### src/h264_sps_pkg.sv
// package: field steps, status codes and constants for the sps size parser
package h264_sps_pkg;

  localparam int MaxLeadingZeros = 32;
  localparam int MinUnitBytes    = 4;
  localparam int AccW            = 33;
  localparam int WideW           = 40;

  typedef enum logic [2:0] {
    ST_OK        = 3'd0,
    ST_SHORT     = 3'd1,
    ST_TRUNC     = 3'd2,
    ST_BAD_EG    = 3'd3,
    ST_BAD_DIM   = 3'd4
  } status_t;

  typedef enum logic [5:0] {
    F_PROFILE, F_CONSTR, F_LEVEL, F_SPSID, F_CHROMA, F_SEPCOL, F_BDLUMA,
    F_BDCHROMA, F_BYPASS, F_MATRIX, F_LISTFLAG, F_DELTA, F_LOG2FN, F_POCTYPE,
    F_POCLSB, F_DELTAPIC, F_OFFNONREF, F_OFFTOP, F_NCYCLE, F_CYCLEOFF,
    F_MAXREF, F_GAPS, F_WIDTH, F_HEIGHT, F_FRAMEONLY, F_MBAFF, F_D8X8,
    F_CROPFLAG, F_CL, F_CR, F_CT, F_CB, F_DONE, F_ERROR
  } field_t;

  // top level sequencer states
  typedef enum logic [2:0] {
    S_IDLE, S_BITS, S_CALC_W, S_CALC_H, S_CALC_CHK, S_OUT
  } seq_t;

  // fixed width of a u(n) field, zero for an exp-golomb field
  function automatic logic [3:0] fixed_width(field_t f);
    unique case (f)
      F_PROFILE, F_CONSTR, F_LEVEL: fixed_width = 4'd8;
      F_SEPCOL, F_BYPASS, F_MATRIX, F_LISTFLAG, F_DELTAPIC, F_GAPS,
      F_FRAMEONLY, F_MBAFF, F_D8X8, F_CROPFLAG: fixed_width = 4'd1;
      default: fixed_width = 4'd0;
    endcase
  endfunction

  function automatic logic has_chroma(logic [7:0] p);
    unique case (p)
      8'd100, 8'd110, 8'd122, 8'd244, 8'd44, 8'd83, 8'd86, 8'd118, 8'd128,
      8'd138, 8'd139, 8'd134, 8'd135: has_chroma = 1'b1;
      default: has_chroma = 1'b0;
    endcase
  endfunction

endpackage

### src/h264_sps_if.sv
// valid/ready stream interfaces for the sps size parser
interface h264_sps_in_if;
  logic       valid;
  logic       ready;
  logic [7:0] data_byte;
  logic       last_byte;
  modport source (output valid, data_byte, last_byte, input ready);
  modport sink (input valid, data_byte, last_byte, output ready);
endinterface

interface h264_sps_out_if;
  logic        valid;
  logic        ready;
  logic [2:0]  status;
  logic [30:0] width;
  logic [30:0] height;
  modport source (output valid, status, width, height, input ready);
  modport sink (input valid, status, width, height, output ready);
endinterface

### src/h264_sps_dimension_parser_core.sv
// top level: sps picture size parser, one payload bit per cycle while a byte is shifted
//
// Usage: bytes of one SPS NAL unit arrive on in_ (valid/ready), header byte
// first, last_byte marking the end of the unit. Each payload byte is shifted
// through the field parser one bit per clock after the cycle that accepts it,
// and no new byte is accepted while it is shifted; the header byte and removed
// 0x03 bytes are only accepted. The bit-serial field parser sets this rate.
// After the last byte the cropped size is worked out in the width, height
// and range check states in turn, then one request with status, width and
// height is presented on out_. It is held until the receiver takes it; no
// new byte is accepted meanwhile, and the parser state returns to its reset
// values once the result is taken. Units with no last byte give no result.
// Reset (rst_n low, synchronous) clears the parser to expect a new unit.
module h264_sps_dimension_parser_core (
  input logic clk,
  input logic rst_n,
  h264_sps_in_if.sink    in_s,
  h264_sps_out_if.source out_s
);
  import h264_sps_pkg::*;

  seq_t             seq_r, seq_nxt;
  logic [2:0]       byte_count_r, byte_count_nxt;
  logic [1:0]       zero_run_r, zero_run_nxt;
  logic [7:0]       shift_r, shift_nxt;
  logic [3:0]       bit_cnt_r, bit_cnt_nxt;
  logic             last_r, last_nxt;
  field_t           step_r, step_nxt;
  logic [5:0]       lzc_r, lzc_nxt;
  logic [AccW-1:0]  acc_r, acc_nxt;
  logic [5:0]       left_r, left_nxt;
  logic [7:0]       profile_r, profile_nxt;
  logic [2:0]       chroma_r, chroma_nxt;
  logic [3:0]       list_idx_r, list_idx_nxt;
  logic [6:0]       list_el_r, list_el_nxt;
  logic [7:0]       last_scale_r, last_scale_nxt;
  logic [AccW-1:0]  cyc_r, cyc_nxt;
  logic [AccW-1:0]  wmb_r, wmb_nxt;
  logic [AccW-1:0]  hmu_r, hmu_nxt;
  logic             frame_only_r, frame_only_nxt;
  logic [AccW-1:0]  crop_r [4];
  logic [AccW-1:0]  crop_nxt [4];
  logic             eg_err_r, eg_err_nxt;
  logic signed [WideW-1:0] w_r, w_nxt, h_r, h_nxt;
  logic [2:0]       status_r, status_nxt;

  // per-bit field walker signals
  logic             b;
  logic             fin;
  logic [AccW-1:0]  fval;
  logic [AccW-1:0]  acc_sh;
  field_t           nstep;
  logic [7:0]       nscale;
  logic [AccW-1:0]  mag;
  logic [3:0]       list_cnt;
  logic             go_next_list;

  // size computation helpers
  logic [1:0]       ux, ff;
  logic [2:0]       uy;
  logic [AccW:0]    crop_sum;
  logic signed [WideW-1:0] base, sub;

  always_ff @(posedge clk) begin
    if (!rst_n) begin
      seq_r        <= S_IDLE;
      byte_count_r <= '0;
      zero_run_r   <= '0;
      step_r       <= F_PROFILE;
      lzc_r        <= '0;
      acc_r        <= '0;
      left_r       <= 6'd8;
      profile_r    <= '0;
      chroma_r     <= 3'd1;
      list_idx_r   <= '0;
      list_el_r    <= '0;
      last_scale_r <= 8'd8;
      cyc_r        <= '0;
      wmb_r        <= '0;
      hmu_r        <= '0;
      frame_only_r <= 1'b0;
      eg_err_r     <= 1'b0;
      bit_cnt_r    <= '0;
      last_r       <= 1'b0;
      for (int i = 0; i < 4; i++) crop_r[i] <= '0;
    end else begin
      seq_r        <= seq_nxt;
      byte_count_r <= byte_count_nxt;
      zero_run_r   <= zero_run_nxt;
      step_r       <= step_nxt;
      lzc_r        <= lzc_nxt;
      acc_r        <= acc_nxt;
      left_r       <= left_nxt;
      profile_r    <= profile_nxt;
      chroma_r     <= chroma_nxt;
      list_idx_r   <= list_idx_nxt;
      list_el_r    <= list_el_nxt;
      last_scale_r <= last_scale_nxt;
      cyc_r        <= cyc_nxt;
      wmb_r        <= wmb_nxt;
      hmu_r        <= hmu_nxt;
      frame_only_r <= frame_only_nxt;
      eg_err_r     <= eg_err_nxt;
      bit_cnt_r    <= bit_cnt_nxt;
      last_r       <= last_nxt;
      for (int i = 0; i < 4; i++) crop_r[i] <= crop_nxt[i];
    end
  end

  // payload registers
  always_ff @(posedge clk) begin
    shift_r  <= shift_nxt;
    w_r      <= w_nxt;
    h_r      <= h_nxt;
    status_r <= status_nxt;
  end

  // crop units and shared crop sum for the size steps
  always_comb begin
    ff = frame_only_r ? 2'd1 : 2'd2;
    if (chroma_r == 3'd0) begin
      ux = 2'd1;
      uy = {1'b0, ff};
    end else begin
      ux = (chroma_r == 3'd1 || chroma_r == 3'd2) ? 2'd2 : 2'd1;
      uy = (chroma_r == 3'd1) ? {ff, 1'b0} : {1'b0, ff};
    end
    if (seq_r == S_CALC_W) begin
      crop_sum = {1'b0, crop_r[0]} + {1'b0, crop_r[1]};
      base     = WideW'({wmb_r + AccW'(1), 4'b0});
      sub      = (ux == 2'd2) ? WideW'({crop_sum, 1'b0}) : WideW'(crop_sum);
    end else begin
      crop_sum = {1'b0, crop_r[2]} + {1'b0, crop_r[3]};
      base     = (ff == 2'd2) ? WideW'({hmu_r + AccW'(1), 5'b0})
                              : WideW'({hmu_r + AccW'(1), 4'b0});
      sub      = (uy == 3'd4) ? WideW'({crop_sum, 2'b0}) :
                 (uy == 3'd2) ? WideW'({crop_sum, 1'b0}) : WideW'(crop_sum);
    end
  end

  // per-bit field walker: finish value and next field
  always_comb begin
    b        = shift_r[7];
    acc_sh   = {acc_r[AccW-2:0], b};
    fin      = 1'b0;
    fval     = '0;
    list_cnt = (chroma_r == 3'd3) ? 4'd12 : 4'd8;
    mag      = '0;
    nscale   = last_scale_r;
    nstep    = step_r;
    go_next_list = 1'b0;
    if (fixed_width(step_r) != 4'd0) begin
      fin  = (left_r == 6'd1);
      fval = acc_sh;
    end else if (acc_r == '0) begin
      fin  = b && (lzc_r == 6'd0);
      fval = '0;
    end else begin
      fin  = (left_r == 6'd1);
      fval = acc_sh - AccW'(1);
    end
    mag = fval[0] ? ((fval >> 1) + AccW'(1)) : (fval >> 1);
    if (fval[0]) nscale = last_scale_r + mag[7:0];
    else nscale = last_scale_r - mag[7:0];
    unique case (step_r)
      F_PROFILE:  nstep = F_CONSTR;
      F_CONSTR:   nstep = F_LEVEL;
      F_LEVEL:    nstep = F_SPSID;
      F_SPSID:    nstep = has_chroma(profile_r) ? F_CHROMA : F_LOG2FN;
      F_CHROMA:   nstep = (fval == AccW'(3)) ? F_SEPCOL : F_BDLUMA;
      F_SEPCOL:   nstep = F_BDLUMA;
      F_BDLUMA:   nstep = F_BDCHROMA;
      F_BDCHROMA: nstep = F_BYPASS;
      F_BYPASS:   nstep = F_MATRIX;
      F_MATRIX:   nstep = fval[0] ? F_LISTFLAG : F_LOG2FN;
      F_LISTFLAG: begin
        nstep = F_DELTA;
        go_next_list = !fval[0];
      end
      F_DELTA: begin
        nstep = F_DELTA;
        go_next_list = (nscale == 8'd0) ||
          ({1'b0, list_el_r} + 8'd1 >= ((list_idx_r < 4'd6) ? 8'd16 : 8'd64));
      end
      F_LOG2FN:   nstep = F_POCTYPE;
      F_POCTYPE:  nstep = (fval == '0) ? F_POCLSB :
                          (fval == AccW'(1)) ? F_DELTAPIC : F_MAXREF;
      F_POCLSB:   nstep = F_MAXREF;
      F_DELTAPIC: nstep = F_OFFNONREF;
      F_OFFNONREF: nstep = F_OFFTOP;
      F_OFFTOP:   nstep = F_NCYCLE;
      F_NCYCLE:   nstep = (fval == '0) ? F_MAXREF : F_CYCLEOFF;
      F_CYCLEOFF: nstep = (cyc_r == AccW'(1)) ? F_MAXREF : F_CYCLEOFF;
      F_MAXREF:   nstep = F_GAPS;
      F_GAPS:     nstep = F_WIDTH;
      F_WIDTH:    nstep = F_HEIGHT;
      F_HEIGHT:   nstep = F_FRAMEONLY;
      F_FRAMEONLY: nstep = fval[0] ? F_D8X8 : F_MBAFF;
      F_MBAFF:    nstep = F_D8X8;
      F_D8X8:     nstep = F_CROPFLAG;
      F_CROPFLAG: nstep = fval[0] ? F_CL : F_DONE;
      F_CL:       nstep = F_CR;
      F_CR:       nstep = F_CT;
      F_CT:       nstep = F_CB;
      F_CB:       nstep = F_DONE;
      default:    nstep = step_r;
    endcase
    if (go_next_list)
      nstep = (list_idx_r + 4'd1 < list_cnt) ? F_LISTFLAG : F_LOG2FN;
  end

  // sequencer: accept, shift bits, compute size, present result
  always_comb begin
    seq_nxt        = seq_r;
    byte_count_nxt = byte_count_r;
    zero_run_nxt   = zero_run_r;
    shift_nxt      = shift_r;
    bit_cnt_nxt    = bit_cnt_r;
    last_nxt       = last_r;
    step_nxt       = step_r;
    lzc_nxt        = lzc_r;
    acc_nxt        = acc_r;
    left_nxt       = left_r;
    profile_nxt    = profile_r;
    chroma_nxt     = chroma_r;
    list_idx_nxt   = list_idx_r;
    list_el_nxt    = list_el_r;
    last_scale_nxt = last_scale_r;
    cyc_nxt        = cyc_r;
    wmb_nxt        = wmb_r;
    hmu_nxt        = hmu_r;
    frame_only_nxt = frame_only_r;
    eg_err_nxt     = eg_err_r;
    for (int i = 0; i < 4; i++) crop_nxt[i] = crop_r[i];
    w_nxt          = w_r;
    h_nxt          = h_r;
    status_nxt     = status_r;
    in_s.ready     = 1'b0;
    out_s.valid    = 1'b0;

    unique case (seq_r)
      S_IDLE: begin
        in_s.ready = 1'b1;
        if (in_s.valid) begin
          if (byte_count_r < 3'(MinUnitBytes)) byte_count_nxt = byte_count_r + 3'd1;
          last_nxt  = in_s.last_byte;
          shift_nxt = in_s.data_byte;
          if (byte_count_r == 3'd0 ||
              (zero_run_r == 2'd2 && in_s.data_byte == 8'h03)) begin
            if (byte_count_r != 3'd0) zero_run_nxt = 2'd0;
            seq_nxt = in_s.last_byte ? S_CALC_W : S_IDLE;
          end else begin
            if (in_s.data_byte == 8'h00)
              zero_run_nxt = (zero_run_r == 2'd2) ? 2'd2 : zero_run_r + 2'd1;
            else zero_run_nxt = 2'd0;
            bit_cnt_nxt = 4'd8;
            seq_nxt     = S_BITS;
          end
        end
      end
      S_BITS: begin
        shift_nxt   = {shift_r[6:0], 1'b0};
        bit_cnt_nxt = bit_cnt_r - 4'd1;
        if (bit_cnt_r == 4'd1) seq_nxt = last_r ? S_CALC_W : S_IDLE;
        if (step_r != F_DONE && step_r != F_ERROR) begin
          if (fixed_width(step_r) != 4'd0 || acc_r != '0) begin
            acc_nxt  = acc_sh;
            left_nxt = left_r - 6'd1;
          end else if (!b) begin
            lzc_nxt = lzc_r + 6'd1;
            if (lzc_r == 6'(MaxLeadingZeros)) begin
              eg_err_nxt = 1'b1;
              step_nxt   = F_ERROR;
            end
          end else begin
            acc_nxt  = AccW'(1);
            left_nxt = lzc_r;
          end
          if (fin) begin
            // per-field side effects
            unique case (step_r)
              F_PROFILE: profile_nxt = fval[7:0];
              F_CHROMA:  chroma_nxt = (fval <= AccW'(3)) ? fval[2:0] : 3'd4;
              F_MATRIX:  list_idx_nxt = '0;
              F_LISTFLAG: if (fval[0]) begin
                list_el_nxt = '0;
                last_scale_nxt = 8'd8;
              end
              F_DELTA: begin
                if (nscale != 8'd0) last_scale_nxt = nscale;
                list_el_nxt = list_el_r + 7'd1;
              end
              F_NCYCLE:  cyc_nxt = fval;
              F_CYCLEOFF: cyc_nxt = cyc_r - AccW'(1);
              F_WIDTH:   wmb_nxt = fval;
              F_HEIGHT:  hmu_nxt = fval;
              F_FRAMEONLY: frame_only_nxt = fval[0];
              F_CL: crop_nxt[0] = fval;
              F_CR: crop_nxt[1] = fval;
              F_CT: crop_nxt[2] = fval;
              F_CB: crop_nxt[3] = fval;
              default: ;
            endcase
            if (go_next_list) list_idx_nxt = list_idx_r + 4'd1;
            step_nxt = nstep;
            acc_nxt  = '0;
            lzc_nxt  = '0;
            left_nxt = 6'(fixed_width(nstep));
          end
        end
      end
      S_CALC_W: begin
        w_nxt   = base - sub;
        seq_nxt = S_CALC_H;
      end
      S_CALC_H: begin
        h_nxt   = base - sub;
        seq_nxt = S_CALC_CHK;
      end
      S_CALC_CHK: begin
        if (byte_count_r < 3'(MinUnitBytes)) status_nxt = ST_SHORT;
        else if (eg_err_r) status_nxt = ST_BAD_EG;
        else if (step_r != F_DONE) status_nxt = ST_TRUNC;
        else if (w_r <= 0 || h_r <= 0 || w_r > 40'sh7FFFFFFF || h_r > 40'sh7FFFFFFF)
          status_nxt = ST_BAD_DIM;
        else status_nxt = ST_OK;
        seq_nxt = S_OUT;
      end
      S_OUT: begin
        out_s.valid = 1'b1;
        if (out_s.ready) begin
          seq_nxt        = S_IDLE;
          byte_count_nxt = '0;
          zero_run_nxt   = '0;
          step_nxt       = F_PROFILE;
          lzc_nxt        = '0;
          acc_nxt        = '0;
          left_nxt       = 6'd8;
          profile_nxt    = '0;
          chroma_nxt     = 3'd1;
          list_idx_nxt   = '0;
          list_el_nxt    = '0;
          last_scale_nxt = 8'd8;
          cyc_nxt        = '0;
          wmb_nxt        = '0;
          hmu_nxt        = '0;
          frame_only_nxt = 1'b0;
          eg_err_nxt     = 1'b0;
          for (int i = 0; i < 4; i++) crop_nxt[i] = '0;
        end
      end
      default: seq_nxt = S_IDLE;
    endcase
  end

  // result payload
  assign out_s.status = status_r;
  assign out_s.width  = (status_r == ST_OK) ? w_r[30:0] : '0;
  assign out_s.height = (status_r == ST_OK) ? h_r[30:0] : '0;

  // checks
  a_no_ready_in_out: assert property (@(posedge clk) disable iff (!rst_n)
    out_s.valid |-> !in_s.ready) else $error("input taken while result pending");
  a_out_hold: assert property (@(posedge clk) disable iff (!rst_n)
    out_s.valid && !out_s.ready |=> out_s.valid && $stable(out_s.status))
    else $error("result dropped under stall");
  a_err_step: assert property (@(posedge clk) disable iff (!rst_n)
    eg_err_r |-> step_r == F_ERROR) else $error("eg error without error step");
  a_bits_count: assert property (@(posedge clk) disable iff (!rst_n)
    seq_r == S_BITS |-> bit_cnt_r != 4'd0) else $error("bit counter underflow");
endmodule

### src/flat_wrapper.sv
// flat-port wrapper written by rule: the top's interface ports become plain ports
module h264_sps_dimension_parser_core_flat import h264_sps_pkg::*;
  (clk, rst_n, in_s_valid, in_s_data_byte, in_s_last_byte, in_s_ready, out_s_valid, out_s_status, out_s_width, out_s_height, out_s_ready);
  h264_sps_in_if in_s_i ();
  h264_sps_out_if out_s_i ();
  input logic clk;
  input logic rst_n;
  input wire logic [$bits(in_s_i.valid)-1:0] in_s_valid;
  input wire logic [$bits(in_s_i.data_byte)-1:0] in_s_data_byte;
  input wire logic [$bits(in_s_i.last_byte)-1:0] in_s_last_byte;
  output wire logic [$bits(in_s_i.ready)-1:0] in_s_ready;
  output wire logic [$bits(out_s_i.valid)-1:0] out_s_valid;
  output wire logic [$bits(out_s_i.status)-1:0] out_s_status;
  output wire logic [$bits(out_s_i.width)-1:0] out_s_width;
  output wire logic [$bits(out_s_i.height)-1:0] out_s_height;
  input wire logic [$bits(out_s_i.ready)-1:0] out_s_ready;
  assign in_s_i.valid = in_s_valid;
  assign in_s_i.data_byte = in_s_data_byte;
  assign in_s_i.last_byte = in_s_last_byte;
  assign in_s_ready = in_s_i.ready;
  assign out_s_valid = out_s_i.valid;
  assign out_s_status = out_s_i.status;
  assign out_s_width = out_s_i.width;
  assign out_s_height = out_s_i.height;
  assign out_s_i.ready = out_s_ready;
  h264_sps_dimension_parser_core u_core (.clk(clk), .rst_n(rst_n), .in_s(in_s_i), .out_s(out_s_i));
endmodule
### config.mk
export PLATFORM = sky130hd
export DESIGN_NAME = h264_sps_dimension_parser_core_flat
export DESIGN_NICKNAME = d
export VERILOG_FILES = /design/src/h264_sps_pkg.sv /design/src/h264_sps_if.sv /design/src/h264_sps_dimension_parser_core.sv /design/src/flat_wrapper.sv
export SDC_FILE = /design/constraint.sdc
export NUM_CORES = 1
export LEC_CHECK = 0
export BUFFER_PORTS_ARGS = -buffer_cell sky130_fd_sc_hd__buf_2
export CORE_MARGIN = 2
export CORE_UTILIZATION = 50
export CTS_BUF_LIST = sky130_fd_sc_hd__clkbuf_8
export DETAILED_ROUTE_END_ITERATION = 7
export PLACE_DENSITY = 0.66
export SYNTH_ARGS = -nofsm -noshare
export SYNTH_HDL_FRONTEND = slang
export SYNTH_SLANG_ARGS = --single-unit
### constraint.sdc
create_clock -name clk -period 11.5 [get_ports clk]
set_input_delay 2.3 -clock clk [delete_from_list [all_inputs] [get_ports clk]]
set_output_delay 2.3 -clock clk [all_outputs]
set_load 0.01 [all_outputs]
==> impl_results.rst, run 1 <==
.. list-table::
   :header-rows: 1

   * - Metric
     - Value
   * - Power density cells
     - 186.9 mW/mm^2
   * - Relative slew slack
     - 24.87%
   * - Cell total after placement
     - 4253
   * - Initial DRT Pass Iterations
     - 6
   * - CORE AREA
     - 0.05639 mm^2
   * - Count of port buffers added during placement
     - 79
   * - Root Driver
     - clkbuf_8
   * - Final setup violation count
     - 0
   * - Peak supply drop
     - 110.2 uV
   * - Start of the worst register-to-register path
     - u_core.acc_r[5]$_SDFFE_PN0P_
   * - Register bit total from synthesis
     - 420
   * - Count of fill cells added during filler insertion
     - 5517
   * - Per-instance average area after synthesis
     - 7.935 um^2
   * - Vert. Die Dim
     - 242.6 um
   * - Total global routing overflow
     - 0
   * - Flip-flop cell with the highest count after synthesis
     - dfxtp_1
   * - Level count of the clock H-tree
     - 3
   * - Worst clock skew
     - 0.03537 ns
   * - Most repeated cell in the gate-level netlist after synthesis
     - nand2_1
   * - Clock latency on the worst-skew pair
     - 0.67 ns
   * - Slew Viols, Final
     - 0
   * - Sequential area share after synthesis
     - 32.73%
   * - Count of buffers added by post-CTS timing repair for setup
     - 0
   * - Clk sink count
     - 420
   * - Cts bufs inserted
     - 77
   * - FF/Latch Area
     - 0.009320 mm^2
   * - Initial standard-cell utilization of the core
     - 50.49%
   * - Clock tree buffer depth
     - 3
   * - Type of the tightest min-delay check
     - reg2reg
   * - Area grow syn2layout
     - 8.657%
   * - Cts repair resizes
     - 0
   * - Post-synthesis instance area
     - 0.02847 mm^2
   * - Sum of net half-perimeters after detailed placement
     - 56820 um
   * - Yosys cell types
     - 104
   * - Number of global-route vias before repair
     - 23770
   * - Fraction of post-synthesis cell area in the top cell type by area
     - 23.13%
   * - Top cell types by occurrence after synthesis
     - nand2_1 (599), dfxtp_1 (329), a21oi_1 (214)
   * - Dominant cell type by area after synthesis
     - dfxtp_1
   * - Detail-routed net length per standard cell
     - 17.98 um
   * - FFs w/ async S/R, synth
     - 0%
   * - DR DRC count
     - 0
   * - Leak pwr
     - 11.91 nW
   * - Crit path launch type
     - flip-flop
   * - Number of max-capacitance violations reported
     - 0
   * - Number of nets produced by synthesis
     - 3736
   * - Post-layout net count
     - 3724
   * - CP Class
     - reg2reg
   * - Top area cells in the synthesized netlist
     - dfxtp_1 (23%), edfxtp_1 (9.6%), nand2_1 (7.9%)
   * - Hold path start
     - u_core.last_r$_SDFFE_PN0P_
   * - Setup repair after global routing missed its margin
     - no
   * - Antenna violations before repair
     - 1
   * - Start point of the critical path
     - u_core.acc_r[5]$_SDFFE_PN0P_
   * - Overall routed net length
     - 78990 um
   * - Final instance count without filler cells
     - 4394
   * - Horizontal die dimension
     - 242.6 um
   * - Upper clock frequency limit
     - 138.0 MHz
   * - Rows
     - 87
   * - Via total after detailed routing
     - 25700
   * - TNS Setup
     - 0 ns
   * - # hold bufs at CTS
     - 0
   * - Arrival time worst endpoint
     - 7.81 ns
   * - Largest fanout on the critical path
     - 17
   * - Total power
     - 0.005783 W
   * - Proportion of layout cells with a drive suffix above 1
     - 8.551%
   * - Number of hold violations in the final report
     - 0
   * - Actual slew at the worst max-slew pin
     - 1.123 ns
   * - Final GP Congestion
     - 0.9033
   * - I/O pin count
     - 80
   * - Synthesized netlist cell count
     - 3588
   * - Drt via density
     - 5.850
   * - Time the worst path needs with I/O delays and setup
     - 7.246 ns
   * - Clock-pin slew of the registers on the worst-case setup and hold paths
     - 0.06 ns
   * - Endpoint class of the critical path
     - flip-flop
   * - Yosys warning count
     - 0
   * - CTS tree
     - yes
   * - Overall Global Routing Usage
     - 26.39%
   * - Final period util
     - 63.01%
   * - Number of enable-type register cells in the synthesized netlist
     - 91
   * - Largest net degree at the start of global routing
     - 122
   * - CP Data Required Time
     - 12.06 ns
   * - Die ar.
     - 0.05887 mm^2
   * - Global-route wire length before repair
     - 127500 um
   * - Outcome
     - finished clean
   * - Number of DRC markers after the initial detailed-route iteration
     - 2176
   * - Multi-input gate area in the final layout
     - 0.01811 mm^2
   * - Antenna Violating Nets Remaining
     - 0
==> worst max-delay path: stages (launching register included) <==
cell,delay (ns)
dfxtp_1,0.40
nor4_1,0.42
nand4_1,0.58
nor3_2,0.35
nand2_1,0.48
o211a_1,0.38
ha_1,0.36
inv_1,0.07
nor2_1,0.15
a31oi_1,0.10
o22ai_1,0.19
a32o_1,0.25
o22ai_1,0.13
a21oi_1,0.25
xnor2_1,0.15
ha_1,0.31
nand3_1,0.09
o2111ai_1,0.17
a21o_1,0.22
a21oi_1,0.19
xnor3_1,0.35
xnor2_1,0.18
xor2_1,0.34
o21ai_4,0.15
nor3b_1,0.17
a211oi_2,0.29
nor2_1,0.11
a2111oi_2,0.32
==> per-layer routing <==
metal / vias up / track usage [%] / share of wire (%)
met3: 133 / 3.616 / 6.5
met1: 12000 / 37.33 / 47
li1: 12770 / - / -
met2: 800 / 41.37 / 44
met5: - / 0 / 0
met4: 0 / 8.860 / 2.7
==> power breakdown <==
part           leakage, nW  switching (W)  internal, W
logic                 7.52        0.00154     0.000865
registers             3.49      0.0000838      0.00183
clock network        0.903       0.000654     0.000814
total                 11.9        0.00228      0.00351
==> final cells by class <==
type / count / area share, %
Timing Repair Buffer: 117 / 2.220
Sequential cell: 420 / 30.13
Antenna cell: 1 / 0.008089
Clock inverter: 52 / 1.173
Tap cell: 756 / 3.058
Multi-Input combinational cell: 2882 / 58.55
Inverter: 78 / 0.9504
Clock buffer: 88 / 3.915
==> through the flow <==
stage | instance area, um^2 | utilization (%) | hold slack [ns] | setup WS (ns)
6_report | 30940 | 54.87 | 0.4617 | 4.254
5_1_grt | 30940 | 54.87 | 0.4845 | 3.593
4_1_cts | 30930 | 54.86 | 0.4656 | 4.345
3_5_place_dp | 29360 | 52.07 | 0.4553 | 4.389
3_3_place_gp | 29360 | 52.07 | 0.4567 | 4.471
2_1_floorplan | 28470 | - | 0.4350 | 5.362
==> cell families after synthesis <==
kind of cell / Yosys count / share of synthesized area, %
AO/OA/AOI/OAI: 946 / 22.12
XOR/XNOR: 211 / 6.539
adder cells (fa/ha/maj): 135 / 6.012
buffers and inverters: 286 / 3.933
flip-flops: 420 / 32.73
multiplexers: 76 / 2.768
AND/OR/NAND/NOR: 1514 / 25.90
==> final timing paths <==
path	end	slack [ns]	cells after the start
worst min-delay path	u_core.last_r$_SDFFE_PN0P_	0.46	2
worst max-delay path	flip-flop	4.25	27
worst max register to register	flip-flop	4.25	27
worst min register to register	u_core.last_r$_SDFFE_PN0P_	0.46	2
==> cell usage in the layout, fill, tap and decap left out, types with 13 or more instances in the layout <==
cell type / n
nor4_1: 55
clkbuf_8: 88
o22ai_1: 24
nand3_1: 93
mux2i_1: 66
a31oi_1: 47
xnor2_1: 125
buf_4: 38
o21a_1: 18
and2_1: 86
a22oi_1: 53
clkinv_2: 14
nor2_1: 210
xor2_1: 85
buf_2: 78
o21bai_1: 17
dfxtp_1: 328
o211ai_1: 27
a21o_1: 59
inv_1: 100
nand2b_1: 26
a21boi_0: 158
o32ai_1: 13
nor3_1: 104
and3_1: 29
nand2_1: 599
or3_1: 32
a211oi_1: 33
nor2b_1: 160
edfxtp_1: 91
or2_2: 15
nand4_1: 30
a21oi_1: 214
ha_1: 132
o21ai_0: 164
==> state kept, by name, indices dropped and copies added, names as in the netlist, 6 cells and up, named ones only <==
| register | cells |
|---|---|
| u_core.acc_r | 33 |
| u_core.crop_r | 132 |
| u_core.cyc_r | 33 |
| u_core.h_r | 40 |
| u_core.hmu_r | 33 |
| u_core.last_scale_r | 8 |
| u_core.left_r | 6 |
| u_core.list_el_r | 7 |
| u_core.lzc_r | 6 |
| u_core.profile_r | 8 |
| u_core.shift_r | 8 |
| u_core.step_r | 6 |
| u_core.w_r | 40 |
| u_core.wmb_r | 33 |
Power figures use the tool's default switching activity.
==> run 2, diff against run 1 <==
--- a/config.mk
+++ b/config.mk
@@ -5,6 +5,7 @@
 export SDC_FILE = /design/constraint.sdc
 export NUM_CORES = 1
 export LEC_CHECK = 0
+export ABC_AREA = 1
 export BUFFER_PORTS_ARGS = -buffer_cell sky130_fd_sc_hd__buf_2
 export CORE_MARGIN = 2
 export CORE_UTILIZATION = 50
==> constraint.sdc (replaced) <==
create_clock -name clk -period 7.6 [get_ports clk]
set_input_delay 1.52 -clock clk [delete_from_list [all_inputs] [get_ports clk]]
set_output_delay 1.52 -clock clk [all_outputs]
set_load 0.01 [all_outputs]
==> run 2 against run 1 <==
- first-iteration DRC count up 0.55%
- maximum frequency up 27%
- combinational power rose to 2.8 times the previous value
- worst hold slack worse by 0.0068 ns
- synthesized cell count up 7.9%
- via count up 1.9%
- sequential power up 75%
- global-route usage up 1.9 points
- count of clock-buffer cells in the layout up 7
- largest power group unchanged
==> impl_results.rst, run 2 <==
.. list-table::
   :header-rows: 1

   * - Metric
     - Value
   * - Outcome
     - finished clean
   * - Largest fanout on the critical path
     - 21
   * - Arrival time worst endpoint
     - 6.11 ns
   * - CTS tree
     - yes
   * - TNS Setup
     - 0 ns
   * - Top flop regs
     - u_core.crop_r: 132 flops, u_core.h_r: 40 flops, u_core.w_r: 40 flops
   * - FFs w/ async S/R, synth
     - 0%
   * - Post-route design area
     - 0.02989 mm^2
   * - Largest register by flop count
     - u_core.crop_r
   * - Worst clock skew
     - 0.04378 ns
   * - Final setup violation count
     - 0
   * - Most frequent cell on the critical path
     - nand2_1
   * - Final GP Congestion
     - 0.9410
   * - Max stage delay cell, worst path
     - nand2_1
   * - Clock-pin slew of the registers on the worst-case setup and hold paths
     - 0.06 ns
   * - Per-instance average area after synthesis
     - 7.057 um^2
   * - Drt via density
     - 5.606
   * - Fraction of post-synthesis cell area in the top cell type by area
     - 24.10%
   * - DR DRC count
     - 0
   * - Leak pwr
     - 13.52 nW
   * - Delay of the slowest cell on the worst path
     - 0.62 ns
   * - Top cell types by occurrence after synthesis
     - nand2_1 (568), nor2_1 (564), inv_1 (457)
   * - Final period util
     - 75.19%
   * - Upper clock frequency limit
     - 175.0 MHz
   * - Top area cells in the synthesized netlist
     - dfxtp_1 (24%), edfxtp_1 (10%), nand2_1 (7.8%)
   * - Sum of net half-perimeters after detailed placement
     - 60750 um
   * - Synthesized netlist cell count
     - 3872
   * - FF/Latch Area
     - 0.009319 mm^2
   * - Flip-flop cell with the highest count after synthesis
     - dfxtp_1
   * - Number of max-capacitance violations reported
     - 0
   * - Global-route wire length before repair
     - 129200 um
   * - Time the worst path needs with I/O delays and setup
     - 5.715 ns
   * - Proportion of layout cells with a drive suffix above 1
     - 8.398%
   * - Sequential area share after synthesis
     - 34.10%
   * - Yosys warning count
     - 0
   * - Die ar.
     - 0.05654 mm^2
   * - Initial standard-cell utilization of the core
     - 50.68%
   * - Worst Setup Slack post-DPL
     - 2.043 ns
   * - Register bit total from synthesis
     - 420
   * - Most used cells in the layout excluding fill and tap cells
     - nand2_1 (568), nor2_1 (562), inv_1 (474), a21oi_1 (396)
   * - Actual slew at the worst max-slew pin
     - 1.124 ns
   * - Root Driver
     - clkbuf_8
   * - Total buffers and inverters traversed by the critical path
     - 4
   * - Count of fill cells added during filler insertion
     - 5332
   * - Flip-flop count of the largest register after layout
     - 132
   * - Post-layout net count
     - 4062
   * - Area grow syn2layout
     - 9.378%
   * - Antenna violations before repair
     - 0
   * - Initial DRT Pass Iterations
     - 6
   * - Start point of the critical path
     - u_core.frame_only_r$_SDFFE_PN0P_
   * - Overall routed net length
     - 81340 um
   * - Cts bufs inserted
     - 78
   * - Most repeated cell in the gate-level netlist after synthesis
     - nand2_1
   * - Clock tree buffer depth
     - 3
   * - Number of nets produced by synthesis
     - 4020
   * - Horizontal die dimension
     - 237.8 um
   * - Number of global-route vias before repair
     - 24090
   * - Antenna Violating Nets Remaining
     - 0
   * - Count of buffers added by post-CTS timing repair for setup
     - 0
   * - Number of hold violations in the final report
     - 0
   * - Relative slew slack
     - 25.07%
   * - Register-to-register path setup slack
     - 1.89 ns
   * - Post-synthesis instance area
     - 0.02732 mm^2
   * - Detail-routed net length per standard cell
     - 17.41 um
   * - Number of DRC markers after the initial detailed-route iteration
     - 2188
   * - Count of port buffers added during placement
     - 79
   * - Setup repair after global routing missed its margin
     - no
   * - Via total after detailed routing
     - 26200
   * - CORE AREA
     - 0.05392 mm^2
   * - Worst setup margin
     - 1.885 ns
   * - Count of cells along the worst register-to-register path
     - 24
   * - Multi-input gate area in the final layout
     - 0.01563 mm^2
   * - Leading cell type in the layout, fill and taps excluded
     - nand2_1
   * - Number of enable-type register cells in the synthesized netlist
     - 91
   * - # hold bufs at CTS
     - 0
   * - Placed inst area
     - 0.02821 mm^2
   * - Number of antenna cells inserted
     - 0
   * - Clk sink count
     - 420
   * - Start of the worst register-to-register path
     - u_core.frame_only_r$_SDFFE_PN0P_
   * - Cells along the critical path
     - clkinv_1 > ha_1 > nand4_1 > o21ai_2 > nand2_1 > clkinv_1 > a21oi_1 > o221ai_1 > ha_1 > a21oi_1 > o21ai_0 > inv_1 > o221ai_1 > a21oi_1 > inv_1 > nand3_1 > nand3_1 > nand2_1 > nand2_1 > a21oi_1 > o21ai_1 > nand2_1 > nand2_1 > xnor2_1
   * - Peak supply drop
     - 401.7 uV
   * - Total global routing overflow
     - 0
   * - Cts repair resizes
     - 0
   * - Cell depth of the worst setup path
     - 24
   * - Hold Crit Depth
     - 2
   * - Endpoint class of the critical path
     - flip-flop
   * - Yosys cell types
     - 71
   * - Final hold slack
     - 0.4549 ns
   * - Power density cells
     - 413.8 mW/mm^2
   * - I/O pin count
     - 80
   * - Rows
     - 85
   * - Type of the tightest min-delay check
     - reg2reg
   * - Largest net degree at the start of global routing
     - 118
   * - CP Data Required Time
     - 8.00 ns
   * - Family with the most delay on the worst path
     - compound AO/OA/AOI/OAI gates
   * - Clock latency on the worst-skew pair
     - 0.68 ns
   * - Hold path start
     - u_core.last_r$_SDFFE_PN0P_
   * - Level count of the clock H-tree
     - 3
   * - Crit path launch type
     - flip-flop
   * - Vert. Die Dim
     - 237.8 um
   * - Dominant cell type by area after synthesis
     - dfxtp_1
   * - Final cell utilization of the core
     - 55.43%
   * - Overall Global Routing Usage
     - 28.33%
   * - Slew Viols, Final
     - 0
   * - CP Class
     - reg2reg
-- run 2: worst min-delay path, cell delays in order (launching register included) --
cell and delay (ns):
dfxtp_1 0.29, inv_1 0.06, a21oi_1 0.06
-- run 2: kinds of logic (layout without fill, tap and decap cells) --
logic type	Yosys count	count (layout)	share of synthesized area [%]
AO/OA/AOI/OAI	1021	1021	21.59
XOR/XNOR	167	167	5.353
adder cells (fa/ha/maj)	135	135	6.264
buffers and inverters	622	727	8.833
flip-flops	420	420	34.10
multiplexers	1	1	0.03663
AND/OR/NAND/NOR	1506	1506	23.82
-- run 2: per-stage QoR --
stage	cells	power [W]
6_report	4673	0.01237
5_1_grt	4673	0.01332
2_1_floorplan	3872	0.008265
3_5_place_dp	4530	0.009985
4_1_cts	4673	0.01237
3_3_place_gp	4530	0.009948
-- run 2: path summary, 6_finish.rpt --
| path | to |
|---|---|
| worst min register to register | u_core.last_r$_SDFFE_PN0P_ |
| worst max register to register | u_core.w_r[37]$_DFFE_PP_ |
| worst min-delay path | u_core.last_r$_SDFFE_PN0P_ |
| worst max-delay path | u_core.w_r[37]$_DFFE_PP_ |
-- run 2: power breakdown --
group | internal [W] | switching (W) | total, W
sequential | 0.00316 | 0.000184 | 0.00335
combinational | 0.00218 | 0.00449 | 0.00667
clock | 0.00134 | 0.00101 | 0.00235
total | 0.00668 | 0.00569 | 0.0124
-- run 2: cell type report --
type | count | area share (%)
multi-input combinational | 2830 | 52.29
sequential | 420 | 31.18
inverter | 479 | 6.020
clock buffer | 95 | 4.375
tap | 696 | 2.914
timing repair buffer | 105 | 1.984
clock inverter | 48 | 1.239
-- run 2: metal layers --
metal  wire (um)  share of wire (%)  vias to the layer above  GRT usage (%)
li1            -                  -                    13200              -
met1       36700                 45                    12100          37.79
met2       37460                 46                      763          46.88
met3        4904                6.0                      137          4.645
met4        2270                2.8                        0          8.862
met5           0                  0                        -              0
